## src/rtl/egcd_pkg.sv

```systemverilog
// Shared types and constants for the extended GCD block.
package egcd_pkg;

    localparam int unsigned DATA_W   = 32;
    localparam int unsigned SIGN_BIT = 31;

    // Controller states
    typedef enum logic [2:0] {
        S_IDLE,
        S_LOAD,
        S_CHECK,
        S_DIV,
        S_MUL,
        S_UPD,
        S_DONE
    } t_state;

    // Controller to datapath commands
    typedef struct packed {
        logic load;       // capture operands, form magnitudes
        logic div_start;  // set up a restoring division r0 / r1
        logic div_step;   // one quotient bit
        logic mul_step;   // one bit of q*a and q*b
        logic update;     // commit the Euclid step
        logic finish;     // apply sign fix, drive result beat
    } t_cmd;

    // Datapath to controller status
    typedef struct packed {
        logic r1_zero;
        logic cnt_last;
    } t_status;

endpackage

```

## src/rtl/egcd_datapath.sv

```systemverilog
// Datapath: remainder/coefficient registers, shift-subtract divider and shift-add multiplier.
module egcd_datapath #(
    parameter int unsigned P_WIDTH = egcd_pkg::DATA_W
) (
    input  logic                   i_clk,
    input  logic                   i_rst_n,
    input  egcd_pkg::t_cmd         i_cmd,
    input  logic [P_WIDTH-1:0]     i_first_value,
    input  logic [P_WIDTH-1:0]     i_second_value,
    output egcd_pkg::t_status      o_status,
    output logic                   o_done,
    output logic [P_WIDTH-1:0]     o_divisor,
    output logic [P_WIDTH-1:0]     o_coef_first,
    output logic [P_WIDTH-1:0]     o_coef_second
);

    localparam int unsigned CW = $clog2(P_WIDTH) + 1;

    logic [P_WIDTH-1:0] r_r0, r_r1, r_u, r_v, r_a, r_b;
    logic [P_WIDTH-1:0] r_q, r_rem, r_qa, r_qb, r_mq;
    logic               r_neg_m, r_neg_n;
    logic [CW-1:0]      r_cnt;
    logic               r_done;
    logic [P_WIDTH-1:0] r_g, r_cu, r_cv;

    logic [P_WIDTH-1:0] mag_m, mag_n;
    logic [P_WIDTH:0]   rem_sh;
    logic [P_WIDTH:0]   rem_diff;

    assign mag_m = i_first_value[P_WIDTH-1]  ? (~i_first_value + 1'b1)  : i_first_value;
    assign mag_n = i_second_value[P_WIDTH-1] ? (~i_second_value + 1'b1) : i_second_value;

    // One restoring division step
    assign rem_sh   = {r_rem, r_q[P_WIDTH-1]};
    assign rem_diff = rem_sh - {1'b0, r_r1};

    // Working registers
    always_ff @(posedge i_clk) begin
        if (i_cmd.load) begin
            r_neg_m <= i_first_value[P_WIDTH-1];
            r_neg_n <= i_second_value[P_WIDTH-1];
            r_u     <= P_WIDTH'(1);
            r_v     <= '0;
            r_a     <= '0;
            r_b     <= P_WIDTH'(1);
            if (mag_n == '0) begin
                r_r0 <= mag_m;
                r_r1 <= '0;
            end else if (mag_m == '0) begin
                // swap so the loop ends at once with u=0, v=1
                r_r0 <= mag_n;
                r_r1 <= '0;
                r_u  <= '0;
                r_v  <= P_WIDTH'(1);
            end else begin
                r_r0 <= mag_m;
                r_r1 <= mag_n;
            end
        end
        if (i_cmd.div_start) begin
            r_q   <= r_r0;
            r_rem <= '0;
            r_cnt <= CW'(P_WIDTH - 1);
        end
        if (i_cmd.div_step) begin
            if (!rem_diff[P_WIDTH]) begin
                r_rem <= rem_diff[P_WIDTH-1:0];
                r_q   <= {r_q[P_WIDTH-2:0], 1'b1};
            end else begin
                r_rem <= rem_sh[P_WIDTH-1:0];
                r_q   <= {r_q[P_WIDTH-2:0], 1'b0};
            end
            if (r_cnt != '0) begin
                r_cnt <= r_cnt - 1'b1;
            end else begin
                // hand quotient to the multiplier
                r_cnt <= CW'(P_WIDTH - 1);
                r_qa  <= '0;
                r_qb  <= '0;
            end
        end
        if (i_cmd.div_step && r_cnt == '0) begin
            r_mq <= {r_q[P_WIDTH-2:0], ~rem_diff[P_WIDTH]};
        end
        if (i_cmd.mul_step) begin
            // MSB-first shift-add, modulo 2^W
            r_qa  <= {r_qa[P_WIDTH-2:0], 1'b0} + (r_mq[P_WIDTH-1] ? r_a : '0);
            r_qb  <= {r_qb[P_WIDTH-2:0], 1'b0} + (r_mq[P_WIDTH-1] ? r_b : '0);
            r_mq  <= {r_mq[P_WIDTH-2:0], 1'b0};
            r_cnt <= r_cnt - 1'b1;
        end
        if (i_cmd.update) begin
            r_r0 <= r_r1;
            r_r1 <= r_rem;
            r_u  <= r_a;
            r_a  <= r_u - r_qa;
            r_v  <= r_b;
            r_b  <= r_v - r_qb;
        end
        if (i_cmd.finish) begin
            r_g  <= r_r0;
            r_cu <= r_neg_m ? (~r_u + 1'b1) : r_u;
            r_cv <= r_neg_n ? (~r_v + 1'b1) : r_v;
        end
    end

    // Result strobe
    always_ff @(posedge i_clk) begin
        if (!i_rst_n) begin
            r_done <= 1'b0;
        end else begin
            r_done <= i_cmd.finish;
        end
    end

    assign o_status.r1_zero  = (r_r1 == '0);
    assign o_status.cnt_last = (r_cnt == '0);
    assign o_done        = r_done;
    assign o_divisor     = r_g;
    assign o_coef_first  = r_cu;
    assign o_coef_second = r_cv;

endmodule

```

## src/rtl/egcd_ctrl.sv

```systemverilog
// Controller state machine sequencing the Euclid loop.
module egcd_ctrl (
    input  logic                i_clk,
    input  logic                i_rst_n,
    input  logic                i_start,
    input  egcd_pkg::t_status   i_status,
    output egcd_pkg::t_cmd      o_cmd,
    output logic                o_busy
);

    egcd_pkg::t_state r_state, n_state;

    // State register
    always_ff @(posedge i_clk) begin
        if (!i_rst_n) begin
            r_state <= egcd_pkg::S_IDLE;
        end else begin
            r_state <= n_state;
        end
    end

    // Next state and commands
    always_comb begin
        n_state = r_state;
        o_cmd   = '0;
        o_busy  = 1'b1;
        unique case (r_state)
            egcd_pkg::S_IDLE: begin
                o_busy = 1'b0;
                if (i_start) begin
                    o_cmd.load = 1'b1;
                    n_state    = egcd_pkg::S_CHECK;
                end
            end
            egcd_pkg::S_LOAD: begin
                n_state = egcd_pkg::S_CHECK;
            end
            egcd_pkg::S_CHECK: begin
                if (i_status.r1_zero) begin
                    o_cmd.finish = 1'b1;
                    n_state      = egcd_pkg::S_DONE;
                end else begin
                    o_cmd.div_start = 1'b1;
                    n_state         = egcd_pkg::S_DIV;
                end
            end
            egcd_pkg::S_DIV: begin
                o_cmd.div_step = 1'b1;
                if (i_status.cnt_last) begin
                    n_state = egcd_pkg::S_MUL;
                end
            end
            egcd_pkg::S_MUL: begin
                o_cmd.mul_step = 1'b1;
                if (i_status.cnt_last) begin
                    n_state = egcd_pkg::S_UPD;
                end
            end
            egcd_pkg::S_UPD: begin
                o_cmd.update = 1'b1;
                n_state      = egcd_pkg::S_CHECK;
            end
            egcd_pkg::S_DONE: begin
                n_state = egcd_pkg::S_IDLE;
            end
            default: begin
                n_state = egcd_pkg::S_IDLE;
            end
        endcase
    end

endmodule

```

## src/rtl/extended_gcd_32.sv

```systemverilog
// Top level of the 32-bit extended GCD block.
// Pulse start while busy is low to launch one beat; o_valid then strobes for
// one cycle with gcd(|m|,|n|) and Bezout coefficients (u*m + v*n = g mod 2^32).
// Each Euclid iteration runs a check, 32 divider steps, 32 multiplier steps and
// an update; up to 46 iterations. A zero operand skips the loop and finishes
// from the first check. Results cannot be stalled.
module extended_gcd_32 #(
    parameter int unsigned P_WIDTH = egcd_pkg::DATA_W
) (
    input  logic               i_clk,
    input  logic               i_rst_n,
    input  logic               start,
    output logic               busy,
    input  logic [P_WIDTH-1:0] i_first_value,
    input  logic [P_WIDTH-1:0] i_second_value,
    output logic               o_valid,
    output logic [P_WIDTH-1:0] o_divisor,
    output logic [P_WIDTH-1:0] o_coef_first,
    output logic [P_WIDTH-1:0] o_coef_second
);

    egcd_pkg::t_cmd    cmd;
    egcd_pkg::t_status status;
    logic              done;

    egcd_ctrl u_ctrl (
        .i_clk    (i_clk),
        .i_rst_n  (i_rst_n),
        .i_start  (start),
        .i_status (status),
        .o_cmd    (cmd),
        .o_busy   (busy)
    );

    egcd_datapath #(.P_WIDTH(P_WIDTH)) u_dp (
        .i_clk          (i_clk),
        .i_rst_n        (i_rst_n),
        .i_cmd          (cmd),
        .i_first_value  (i_first_value),
        .i_second_value (i_second_value),
        .o_status       (status),
        .o_done         (done),
        .o_divisor      (o_divisor),
        .o_coef_first   (o_coef_first),
        .o_coef_second  (o_coef_second)
    );

    assign o_valid = done;

endmodule

```

## config.mk

```make
export PLATFORM = sky130hd
export DESIGN_NAME = extended_gcd_32
export DESIGN_NICKNAME = d
export VERILOG_FILES = /design/src/rtl/egcd_pkg.sv /design/src/rtl/egcd_datapath.sv /design/src/rtl/egcd_ctrl.sv /design/src/rtl/extended_gcd_32.sv
export SDC_FILE = /design/constraint.sdc
export NUM_CORES = 1
export LEC_CHECK = 0
export CAP_MARGIN = 30
export CORE_UTILIZATION = 40
export CTS_CLUSTER_DIAMETER = 30
export DETAILED_ROUTE_END_ITERATION = 8
export DONT_BUFFER_PORTS = 1
export HOLD_SLACK_MARGIN = 0.15
export PLACE_DENSITY = 0.54
export SYNTH_ARGS = -nofsm -noshare
export SYNTH_HDL_FRONTEND = slang
export SYNTH_HIERARCHICAL = 1
export SYNTH_SLANG_ARGS = --single-unit
```

## constraint.sdc

```tcl
create_clock -name i_clk -period 5.25 [get_ports i_clk]
set_clock_uncertainty 0.2 [all_clocks]
set_input_delay 1.05 -clock i_clk [delete_from_list [all_inputs] [get_ports i_clk]]
set_output_delay 1.05 -clock i_clk [all_outputs]
set_load 0.02 [all_outputs]
```

# After elaboration in Yosys (flattened, before gate mapping)
# Index checks and enable logic that the tools add are counted.
dict set report op_classes {
  n_eq_ne 9
  add_sub_neg 10
  muxes 57
  reduce_logical 15
  bitwise 5
}
# op count
set ops {}
lappend ops {{$mux 32} 35}
lappend ops {{$add 32x1->32 const B} 4}
lappend ops {{$not 32->32} 4}
lappend ops {{$logic_not 32->1} 3}
lappend ops {{$add 32x32->32} 2}
lappend ops {{$sub 32x32->32} 2}
lappend ops {{$sub 33x32->33} 1}
lappend ops {{$mux 6} 4}
lappend ops {{$pmux 3 s5} 1}
lappend ops {{$mux 1} 13}
lappend ops {{$mux 3} 4}
lappend ops {{$ne 2x2->1 const B} 4}
lappend ops {{$reduce_bool 2->1} 4}
lappend ops {{$eq 3x2->1 const B} 2}
lappend ops {{$eq 3x3->1 const B} 2}
lappend ops {{$logic_not 6->1} 1}
lappend ops {{$reduce_bool 6->1} 1}
lappend ops {{$sub 6x1->6 const B} 1}
lappend ops {{$eq 3x1->1 const B} 1}
lappend ops {{$logic_not 3->1} 1}
lappend ops {{$reduce_and 3->1} 1}
lappend ops {{$reduce_bool 3->1} 1}
lappend ops {{$reduce_and 2->1} 1}
lappend ops {{$reduce_or 2->1} 1}
lappend ops {{2 further kinds} 2}
dict set report totals {
  inputBits 67
  out_inout_bits 98
  regBits 460
  word_cells 116
}

# Logic depth before layout (Yosys ltp)
# Gate-level depths: netlist (run 1).
dict set report logic_depth {
  ltp_word 8
  depth_mapped 15
}

# By module
# Netlist (run 1), hierarchy kept.
# mod seq_area_each_um2 instances area_each_um2 cells_per_inst
set by_module_without_submodules {}
lappend by_module_without_submodules {egcd_datapath 13703.1 1 28448.5 2709}
lappend by_module_without_submodules {egcd_ctrl 60.1 1 249.0 22}

# Least setup slack after synthesis (run 1)
# OpenSTA, ideal clock, no wires.
dict set report synth_timing {
  kind {input to register}
  from {input port i_first_value[2]}
  to {register u_dp.r_r0[28] (data pin)}
  arrival_time_ns 4.425
  path_stages 15
  n_path_buf 5
  path_slack_ns 0.365
  path_cell_list {buf_6 -> or3_1 -> buf_2 -> or4_4 -> buf_6 -> or3_4 -> o21a_1 -> o32ai_1 -> or4b_1 -> or3_1 -> buf_6 -> buf_2 -> nor3_1 -> a21oi_1 -> mux2_2}
}
dict set report synth_via {
  elab_chain_cells 8
}
# element line_no
set synth_rtl {}
lappend synth_rtl {{start, declared} extended_gcd_32.sv:14} ;# input logic [P_WIDTH-1:0] i_first_value,
lappend synth_rtl {{$not 32->32} egcd_datapath.sv:30} ;# assign mag_m = i_first_value[P_WIDTH-1] ? (~i_first_value + 1'b1) : i_first_value;
lappend synth_rtl {{$add 32x1->32} egcd_datapath.sv:30}
lappend synth_rtl {{$mux 32 *} egcd_datapath.sv:30}
lappend synth_rtl {{$logic_not 32->1} egcd_datapath.sv:49} ;# end else if (mag_m == '0) begin
lappend synth_rtl {{$mux 32} egcd_datapath.sv:49}
lappend synth_rtl {{$mux 32 *} egcd_datapath.sv:46} ;# if (mag_n == '0) begin
lappend synth_rtl {{$mux 32 *} egcd_datapath.sv:39} ;# if (i_cmd.load) begin
lappend synth_rtl {{$mux 32 *} egcd_datapath.sv:92} ;# if (i_cmd.update) begin
lappend synth_rtl {{end signal, assigned} egcd_datapath.sv:47} ;# r_r0 <= mag_m;
lappend synth_rtl {{end signal, assigned} egcd_datapath.sv:51} ;# r_r0 <= mag_n;
lappend synth_rtl {{end signal, assigned} egcd_datapath.sv:93} ;# r_r0 <= r_r1;
lappend synth_rtl {{end, declared} egcd_datapath.sv:19} ;# logic [P_WIDTH-1:0] r_r0, r_r1, r_u, r_v, r_a, r_b;
# Mark *: on every way between the ends. The rest lies on a longest branch, timed or not. The select of a mux whose other input is x is not followed.
# A chain may end at the register's enable or synchronous reset.

# Final worst setup path (run 1)
dict set report layout_timing {
  from {register u_dp.r_r1[0]}
  to {register u_dp.r_rem[1] (data pin)}
}
dict set report layout_via {
  elab_chain_cells 3
}
# element line_no
set layout_rtl {}
lappend layout_rtl {{start, declared} egcd_datapath.sv:19}
lappend layout_rtl {{start signal, assigned} egcd_datapath.sv:57} ;# r_r1 <= mag_n;
lappend layout_rtl {{start signal, assigned} egcd_datapath.sv:94} ;# r_r1 <= r_rem;
lappend layout_rtl {{$sub 33x32->33} egcd_datapath.sv:35} ;# assign rem_diff = rem_sh - {1'b0, r_r1};
lappend layout_rtl {{$mux 32} egcd_datapath.sv:66} ;# if (!rem_diff[P_WIDTH]) begin
lappend layout_rtl {{$mux 32} egcd_datapath.sv:65} ;# if (i_cmd.div_step) begin
lappend layout_rtl {{end signal, assigned} egcd_datapath.sv:67} ;# r_rem <= rem_diff[P_WIDTH-1:0];
lappend layout_rtl {{end signal, assigned} egcd_datapath.sv:70} ;# r_rem <= rem_sh[P_WIDTH-1:0];
lappend layout_rtl {{end, declared} egcd_datapath.sv:20} ;# logic [P_WIDTH-1:0] r_q, r_rem, r_qa, r_qb, r_mq;
# Every way passes these cells.

==> results_dict.tcl, run 1 <==
set metrics [dict create \
    status "completed" \
    ant_nets 0 \
    holdPathEnd "u_dp/o_divisor[25]" \
    clockBufferDepth 3 \
    worstMarginPinSlew_ns 0.940 \
    die_h_um 270 \
    synth_nets 2962 \
    min_period_ns 4.72 \
    syn_to_final_growth_pct 16.7 \
    maxCapViolations 0 \
    grt_start_max_net_pins 116 \
    hold_viol 0 \
    grt_pass1_wl_um 118000 \
    p_comb_share_pct 8.6 \
    leakage_nw 12.7 \
    nNetsFinal 3013 \
    vdd_ir_drop_max_mv 0.252 \
    wl_per_cell_um 19.8 \
    drive_gt1_share_pct 10.4 \
    startpoint_type "register" \
    switching_share_pct 23.9 \
    cts_max_level 3 \
    synth_top_area_share_pct 47.6 \
    start_util_pct 40.7 \
    tritoncts "done" \
    synth_enable_flop_cells 455 \
    cts_resized 0 \
    core_um2 70500 \
    finalPower_w 0.0120 \
    crit_slowest_cell "o31ai_1" \
    synthTopCellsByArea "edfxtp_1 (48%), ha_1 (6.9%), xnor2_1 (4.7%), and2_1 (3.2%), nor2_1 (3.0%)" \
    io_pins 165 \
    ys_warn_count 6 \
    drtIter0Drc 1655 \
    cts_buffers 111 \
    power_density_nw_per_um2 358 \
    r2r-end "u_dp/r_rem[1]" \
    hp-start "u_dp/r_r0[25]" \
    die_w_um 270 \
    drc_errors 0 \
    die_area_um2 72800 \
    io_buffers 0 \
    place_ws_ns 0.111 \
    postCtsSetupBuffers 0 \
    tns_ns 0 \
    dr.pass1.iters 6 \
    cp_cell_sequence "ha_1, fa_1, nor2b_1, o31a_1, o211ai_1, a211oi_1, nor2_1, o31ai_1, mux2i_1, buf_4, and2_0, buf_4, o21ai_0, and2_1" \
    grt_overflow 0 \
    grtUsageTotal_pct 20.4 \
    holdWs_ns 0.253 \
    crit_top_cell "buf_4" \
    yosys.area.top_type "edfxtp_1" \
    drt-vias-per-instance 5.54 \
    hold_path_class "reg2reg" \
    gp_congestion 0.909 \
    dpl_cell_area_um2 29800 \
    endpoint_kind "register" \
    worstReg2RegStart "u_dp/r_r1[0]" \
    clkPwrFrac_pct 54.9 \
    fill_cells 6425 \
    hold_depth 0 \
    p_switching_w 0.00286 \
    cp_data_arrival_time_ns 4.90 \
    syn_area_per_cell_um2 10.5 \
    critical_path_class "reg2reg" \
    post-route-period-util_pct 90.0 \
    clk_latency_ns 0.65 \
    postSynthCellCount 2731 \
    setup_viol 0 \
    synth_cell_types 90 \
    cts_root_buffer "clkbuf_16" \
    cts_sinks 460 \
    timing_max_transition_violations_final 0 \
    p_int_w 0.00913 \
    layout_setup_ws_ns 0.526 \
    max_slew_margin_pct 37.1 \
    ff2ff_setup_slack_ns 0.53 \
    antenna_found_initial 2 \
    rsz0062_at_grt "false" \
    dr_total_vias 21110 \
    syn_area_um2 28700 \
    synthArstFlopShare_pct 0 \
    critPathMaxFanout 16 \
    num_antenna_cells 0 \
    r2r_cells 14 \
    seqPwrFrac_pct 36.4 \
    synth_commonest_cells "edfxtp_1 (455), nor2_1 (228), nand2_1 (182)" \
    clock.fmax_mhz 212 \
    dpl.hpwl_um 54400 \
    cp.required_ns 5.42 \
    num_rows 97 \
    yosysMostFrequentCell "edfxtp_1" \
    max_stage_delay_ns 0.76 \
    hold_buffers 0 \
    cts.reportedPaths.clkPinSlew_ns 0.05 \
    synth-seq-cells 460 \
    synth_ff_type "edfxtp_1" \
    routed_wl_um 75400 \
    post-route-cell-area_um2 33500 \
    synth-seq-area-share_pct 48.0 \
    grt_pass1_vias 20811 \
]
## worst max-delay path, delay by kind of cell, from the launching register on
family	cells	cell delay, ns
AO/OA/AOI/OAI	5	1.73
AND/OR/NAND/NOR	4	0.65
flip-flops	1	0.49
adder cells (fa/ha/maj)	2	0.69
multiplexers	1	0.26
buffers and inverters	2	0.44
## kinds of logic after synthesis
| group | share of synthesized area, % |
|---|---|
| compound gates | 15.9 |
| xor+xnor | 7.36 |
| fa+ha+maj | 7.28 |
| buf+inv | 3.32 |
| flops | 48.0 |
| mux | 2.44 |
| simple gates | 15.7 |
## cells in the final DEF, fill, tap and decap left out, drive strengths merged, types with 25 or more instances in the layout
cell type	n
ha	159
nand2	182
nor2	230
a21oi	137
edfxtp	455
xor2	87
o21a	29
nand2b	33
nor4	28
a21o	90
a22o	50
clkinv	50
inv	146
o31ai	38
mux2	40
and2	149
nand3	45
or3	40
buf	37
mux2i	25
xnor2	154
nor3	44
clkbuf	126
o21ai	156
## power groups by stage
stage / sequential (W) / clock (W) / combinational (W)
floorplan: 0.00436 / 0 / 0.000814
global placement: 0.00443 / 0 / 0.00100
detailed placement: 0.00443 / 0 / 0.00101
CTS: 0.00437 / 0.00672 / 0.00102
global route: 0.00438 / 0.00689 / 0.00115
finish: 0.00437 / 0.00659 / 0.00104
## metal layers
layer / share of wire (%) / track usage (%) / vias up
met5: 0 / 0 / -
met4: 2.5 / 6.83 / 0
met3: 6.9 / 4.63 / 125
met2: 44 / 31.3 / 600
met1: 47 / 28.4 / 10153
li1: - / - / 10232
## area by class of cell
| type | count | area, µm² | area share [%] |
|---|---|---|---|
| clock buffers | 126 | 2880 | 8.59 |
| clock inverters | 78 | 753 | 2.25 |
| inverters | 142 | 533 | 1.59 |
| multi-input cells | 2030 | 14000 | 41.8 |
| flip-flops and latches | 460 | 13800 | 41.1 |
| well taps | 940 | 1180 | 3.51 |
| repair buffers | 37 | 388 | 1.16 |
## sequential cells by signal, indices dropped and copies added (netlist names)
register / cells
u_dp/r_v: 32
u_dp/r_q: 32
u_dp/o_coef_first: 32
u_dp/o_divisor: 32
u_dp/o_done: 1
u_dp/r_neg_m: 1
u_dp/r_r0: 32
u_dp/r_mq: 32
u_dp/r_neg_n: 1
u_dp/r_qa: 32
u_dp/r_cnt: 6
u_dp/r_rem: 32
u_ctrl/r_state: 3
u_dp/r_b: 32
u_dp/o_coef_second: 32
u_dp/r_u: 32
u_dp/r_r1: 32
u_dp/r_a: 32
u_dp/r_qb: 32
## per-stage QoR
step,util (%),std cells
2_1_floorplan,-,2731
3_3_place_gp,42.2,3606
3_5_place_dp,42.3,3608
4_1_cts,47.5,3812
5_1_grt,47.5,3813
6_report,47.5,3813
## how the worst max path moves through the flow
stage	from	end	slack, ns	depth (start not counted)
floorplan	i_first_value[2]	u_dp/r_r0[28]	0.36	15
global placement	i_first_value[8]	u_dp/r_u[0]	0.15	9
detailed placement	i_first_value[8]	u_dp/r_r0[3]	0.11	10
finish	u_dp/r_r1[0]	u_dp/r_rem[1]	0.53	14
CTS	u_dp/r_r1[0]	u_dp/r_rem[1]	0.60	14
global route	u_dp/r_r1[0]	u_dp/r_rem[1]	0.30	14
Power figures use the tool's default switching activity.
==> run 2: changes to the inputs <==
--- a/config.mk
+++ b/config.mk
@@ -12,6 +12,7 @@
 export DONT_BUFFER_PORTS = 1
 export HOLD_SLACK_MARGIN = 0.15
 export PLACE_DENSITY = 0.54
+export REMOVE_ABC_BUFFERS = 1
 export SYNTH_ARGS = -nofsm -noshare
 export SYNTH_HDL_FRONTEND = slang
 export SYNTH_HIERARCHICAL = 1
==> run 2 against run 1 <==
Net effect:
- clock power grew 12%
- maximum frequency up 2.3%
- combinational power about the same
- sequential cell count unchanged
- worst setup slack improved by 0.10 ns
- routed wire length up 1.6%
- sequential power about the same
- count of clock-buffer cells in the layout shrank 3
- sequential share of layout area fell by 0.56 points
- register-to-register slack better by 0.40 ns
- global-route usage increased by 0.13 points
==> results_dict.tcl, run 2 (synthesis results as in run 1) <==
set metrics [dict create \
    die_w_um 270 \
    dr_wl_met2_um 36200 \
    leakage_nw 12.9 \
    num_rows 97 \
    tritoncts "done" \
    rsz0062_at_grt "false" \
    cts_resized 0 \
    vdd_ir_drop_max_mv 0.235 \
    gp_congestion 0.867 \
    tns_ns 0 \
    hold_viol 0 \
    cp_data_arrival_time_ns 4.79 \
    grt_pass1_wl_um 119000 \
    max_slew_margin_pct 36.2 \
    dr.pass1.iters 5 \
    cp.required_ns 5.42 \
    grt_start_max_net_pins 75 \
    maxCapViolations 0 \
    final_common_cell "edfxtp_1" \
    nNetsFinal 3021 \
    cp_num_buf_inv 1 \
    min_period_ns 4.62 \
    hold_buffers 0 \
    num_antenna_cells 0 \
    clockBufferDepth 3 \
    regArea_um2 13800 \
    worstMarginPinSlew_ns 0.948 \
    grt_pass1_vias 21201 \
    io_pins 165 \
    timing_max_transition_violations_final 0 \
    drc_errors 0 \
    postCtsSetupBuffers 0 \
    endpoint_kind "register" \
    critPathMaxFanout 10 \
    clk_latency_ns 0.65 \
    core_um2 70500 \
    grt_overflow 0 \
    io_buffers 0 \
    cts_root_buffer "clkbuf_16" \
    drive_gt1_share_pct 11.4 \
    startpoint_type "input pin" \
    top_layer_used "met4" \
    syn_to_final_growth_pct 18.3 \
    multiInputGateArea_um2 14000 \
    cts_sinks 460 \
    cts_buffers 113 \
    start_util_pct 40.7 \
    hold_path_class "reg2reg" \
    fill_cells 6330 \
    die_area_um2 72800 \
    wl_met1_um 34300 \
    finalPower_w 0.0128 \
    cts.reportedPaths.clkPinSlew_ns 0.05 \
    dpl.hpwl_um 54700 \
    cpLargestDelayFamily "simple AND/OR/NAND/NOR gates" \
    critical_path_class "in2reg" \
    cts_max_level 3 \
    antenna_found_initial 0 \
    dr_total_vias 21228 \
    ant_nets 0 \
    die_h_um 270 \
    grtUsageTotal_pct 20.6 \
    routed_wl_um 76600 \
    drtIter0Drc 1439 \
    final_cell_mix "edfxtp_1 (455), nor2_1 (227), nand2_1 (181)" \
    max_stage_delay_ns 0.61 \
    drt-vias-per-instance 5.54 \
    setup_viol 0 \
    cp_cell_sequence "inv_1, ha_1, or4b_1, nor3_2, nand3_1, xnor2_1, a41oi_1, or4b_1, or3_1, or2_1, o21ai_0, o21ai_0" \
    power_density_nw_per_um2 377 \
    crit_slowest_cell "or4b_1" \
    wl_per_cell_um 20.0 \
    post-route-period-util_pct 88.0 \
    met3_length_um 4350 \
    status "completed" \
    clock.fmax_mhz 216 \
]
run 2: cell count changes in the layout (fill, tap and decap cells not counted), moves of 2 or more:
cell,before,now
bufinv_16,12,23
buf_4,30,37
inv_16,0,2
clkbuf_16,113,115
clkinv_1,21,12
clkinv_4,2,9
clkbuf_1,13,8
clkinv_2,25,19
clkinvlp_4,12,20
inv_6,4,6
run 2: final cells by class:
cell class	count	share of cell area [%]
Inverter	142	1.57
Multi-Input combinational cell	2030	41.3
Clock inverter	91	3.39
Tap cell	940	3.46
Clock buffer	123	8.56
Sequential cell	460	40.5
Timing Repair Buffer	43	1.22
run 2: per-stage QoR:
step	instance area, µm²	hold WS [ns]	worst slack (ns)	cells	util [%]
6_report	34000	0.250	0.630	3829	48.2
4_1_cts	34000	0.247	0.717	3829	48.2
3_3_place_gp	29800	0.234	0.108	3613	42.3
5_1_grt	34000	0.261	0.494	3829	48.2
2_1_floorplan	28300	0.222	-0.565	2632	-
3_5_place_dp	29900	0.238	0.0383	3615	42.4
run 2: routing by layer:
metal  vias to the layer above  GRT usage, %
li1                      10256             -
met1                     10232          26.9
met2                       616          33.9
met3                       124          3.96
met4                         0          7.31
met5                         -             0
run 2: worst paths after layout:
| check | from | endpoint | slack, ns | cells past startpoint |
|---|---|---|---|---|
| hold / removal | u_dp/r_mq[0] | u_dp/r_mq[0] | 0.25 | 2 |
| setup reg to reg | u_dp/r_r1[0] | u_dp/r_rem[1] | 0.93 | 15 |
| hold reg to reg | u_dp/r_mq[0] | u_dp/r_mq[0] | 0.25 | 2 |
| setup / recovery | i_first_value[0] | u_dp/r_r0[16] | 0.63 | 12 |
run 2: worst register-to-register path, delay by kind of cell (launching register included):
kind,cells,cell delay (ns)
multiplexers,1,0.18
buffers and inverters,3,0.61
flip-flops,1,0.46
AND/OR/NAND/NOR,4,0.66
AO/OA/AOI/OAI,5,1.26
adder cells (fa/ha/maj),2,0.69
run 2: where the power goes:
group	leakage [nW]	switching [W]	internal, W
Sequential	4.47	0.000132	0.00422
Combinational	6.51	0.000604	0.000442
Clock	1.93	0.00227	0.00511
==> run 3: changes to the inputs <==
--- a/config.mk
+++ b/config.mk
@@ -5,7 +5,7 @@
 export SDC_FILE = /design/constraint.sdc
 export NUM_CORES = 1
 export LEC_CHECK = 0
-export CAP_MARGIN = 30
+export CAP_MARGIN = 0
 export CORE_UTILIZATION = 40
 export CTS_CLUSTER_DIAMETER = 30
 export DETAILED_ROUTE_END_ITERATION = 8
@@ -15,5 +15,4 @@
 export REMOVE_ABC_BUFFERS = 1
 export SYNTH_ARGS = -nofsm -noshare
 export SYNTH_HDL_FRONTEND = slang
-export SYNTH_HIERARCHICAL = 1
 export SYNTH_SLANG_ARGS = --single-unit
==> run 3 against run 2 <==
Net effect:
- final area rose by 2.0%
- cell count is 5.4% higher
- count of clock-buffer cells in the layout is 9 higher
- sequential share of layout area down 0.79 points
- critical path type is now reg2reg
- highest routed layer unchanged
==> results_dict.tcl, run 3 <==
set metrics [dict create \
    drt-vias-per-instance 5.71 \
    postSynthCellCount 2931 \
    ant_nets 0 \
    critical_path_class "reg2reg" \
    finalPower_w 0.0126 \
    drc_errors 0 \
    clock.fmax_mhz 208 \
    nNetsFinal 3217 \
    drive_gt1_share_pct 9.59 \
    power_density_nw_per_um2 363 \
    grt_overflow 0 \
    grtUsageTotal_pct 21.9 \
    grt_pass1_wl_um 129000 \
    wl_per_cell_um 20.4 \
    syn_to_final_growth_pct 18.3 \
    fin_cells 4037 \
    holdWs_ns 0.266 \
    hold_path_class "reg2reg" \
    cts_buffers 117 \
    cts_resized 0 \
    hold_depth 2 \
    gp_congestion 0.904 \
    timing_max_transition_violations_final 0 \
    ys_warn_count 0 \
    min_period_ns 4.81 \
    startpoint_type "register" \
    post-place-cells 3816 \
    synth-simple-area-share_pct 18.7 \
    ff2ff_setup_slack_ns 0.44 \
    fill_cells 6543 \
    cts.reportedPaths.clkPinSlew_ns 0.05 \
    cts_max_level 3 \
    cp_data_arrival_time_ns 5.07 \
    tns_ns 0 \
    hp-start "u_dp.r_mq[0]" \
    synth-compound-area-share_pct 16.5 \
    drtIter0Drc 1839 \
    clockBufferDepth 3 \
    post-route-period-util_pct 91.7 \
    yosys.area.top_type "edfxtp_1" \
    r2r_cells 15 \
    die_area_um2 74300 \
    syn_area_per_cell_um2 9.99 \
    antenna_found_initial 0 \
    final_common_cell "edfxtp_1" \
    start_util_pct 40.7 \
    hold_viol 0 \
    synth_cell_types 81 \
    synth_top_area_share_pct 46.7 \
    dr_total_vias 23044 \
    synthAdderAreaFrac_pct 7.18 \
    dpl_cell_area_um2 30600 \
    yosysMostFrequentCell "edfxtp_1" \
    synthTopCellsByArea "edfxtp_1 (47%), ha_1 (6.8%), nand2_1 (4.1%), xnor2_1 (3.9%), and2_1 (2.9%)" \
    post-route-cell-area_um2 34600 \
    worstMarginPinSlew_ns 1.14 \
    r2r-end "u_dp.r_rem[7]" \
    io_buffers 0 \
    grt_start_max_net_pins 121 \
    dpl.hpwl_um 59700 \
    clk_latency_ns 0.65 \
    worstReg2RegStart "u_dp.r_q[31]" \
    critPathMaxFanout 28 \
    routed_wl_um 82400 \
    status "completed" \
    core_um2 72000 \
    leakage_nw 13.3 \
    syn_area_um2 29300 \
    synth_top_family_by_area "simple AND/OR/NAND/NOR gates" \
    vdd_ir_drop_max_mv 0.408 \
    holdPathEnd "u_dp.r_mq[0]" \
    grt_pass1_vias 22633 \
    cts_root_buffer "clkbuf_16" \
    synth_enable_flop_cells 455 \
    synth_commonest_cells "edfxtp_1 (455), nand2_1 (318), nor2_1 (198)" \
    cts_sinks 460 \
    die_h_um 273 \
    die_w_um 273 \
    max_slew_margin_pct 21.8 \
    dr.pass1.iters 6 \
    synthMuxAreaShare_pct 0.645 \
    synthXorXnorAreaFrac_pct 6.46 \
    synth-seq-cells 460 \
    num_rows 98 \
    synth_ff_type "edfxtp_1" \
    cp.required_ns 5.51 \
    endpoint_kind "register" \
    final_cell_mix "edfxtp_1 (455), nand2_1 (316), nor2_1 (195)" \
    synth-seq-area-share_pct 47.0 \
    maxCapViolations 0 \
    setup_viol 0 \
    synthArstFlopShare_pct 0 \
    io_pins 165 \
    tritoncts "done" \
    hold_buffers 0 \
    rsz0062_at_grt "false" \
    postCtsSetupBuffers 0 \
]
run 3: changes by cell type in the layout (fill, tap and decap cells not counted), sizes merged, moves of 22 or more:
cell,before,now
a21oi,137,159
nor3,44,69
nand2,182,318
mux2,40,7
nor2,230,198
xnor2,154,132
run 3: where the power goes:
part           switching [W]  leakage, nW  internal, W
registers           0.000121         4.30      0.00419
logic               0.000603         7.04     0.000378
clock network        0.00228         1.95      0.00499
total                0.00300         13.3      0.00956
run 3: worst max path at each step:
stage	startpoint	endpoint	cells past startpoint	slack (ns)
6_report	u_dp.r_q[31]	u_dp.r_rem[7]	15	0.44
5_1_grt	u_dp.r_q[31]	u_dp.r_rem[7]	15	0.11
4_1_cts	u_dp.r_q[31]	u_dp.r_rem[7]	15	0.36
3_5_place_dp	i_first_value[1]	u_dp.r_r0[17]	12	0.04
3_3_place_gp	i_first_value[1]	u_dp.r_r0[22]	12	0.05
2_1_floorplan	u_ctrl.r_state[0]	u_dp.r_a[0]	2	-12.03
run 3: logic make-up after synthesis:
family / Yosys count
flops: 460
buf+inv: 272
mux: 18
compound gates: 721
xor+xnor: 216
fa+ha+maj: 165
simple gates: 1079
run 3: layout make-up:
class	count	area (µm²)	area share, %
repair buffers	53	485	1.40
flip-flops and latches	460	13800	39.7
clock inverters	88	1000	2.90
diodes	1	2.50	0.00722
inverters	154	578	1.67
well taps	950	1190	3.43
clock buffers	132	3050	8.80
multi-input cells	2199	14600	42.1
run 3: layer usage:
metal | up-vias | wire length (µm) | global-route usage (%)
li1 | 11035 | - | -
met1 | 11193 | 37700 | 29.7
met2 | 682 | 37600 | 35.1
met3 | 134 | 4880 | 4.04
met4 | 0 | 2180 | 7.47
met5 | - | 0 | 0
run 3: stage by stage:
step | worst slack (ns) | util [%]
global placement | 0.0504 | 42.5
detailed placement | 0.0386 | 42.5
global route | 0.111 | 48.1
CTS | 0.358 | 48.1
finish | 0.435 | 48.1
floorplan | -12.03 | -
run 3: worst max-delay path, stage by stage (launching register included):
cell,delay (ns)
edfxtp_1,0.45
inv_1,0.07
ha_1,0.23
inv_1,0.07
fa_1,0.23
a211oi_1,0.12
o21ai_0,0.49
a221oi_1,0.17
buf_4,0.20
o311ai_0,0.84
nand4_1,0.26
a31oi_1,0.42
xor2_2,0.15
buf_4,0.34
nor2_1,0.08
a211oi_1,0.26
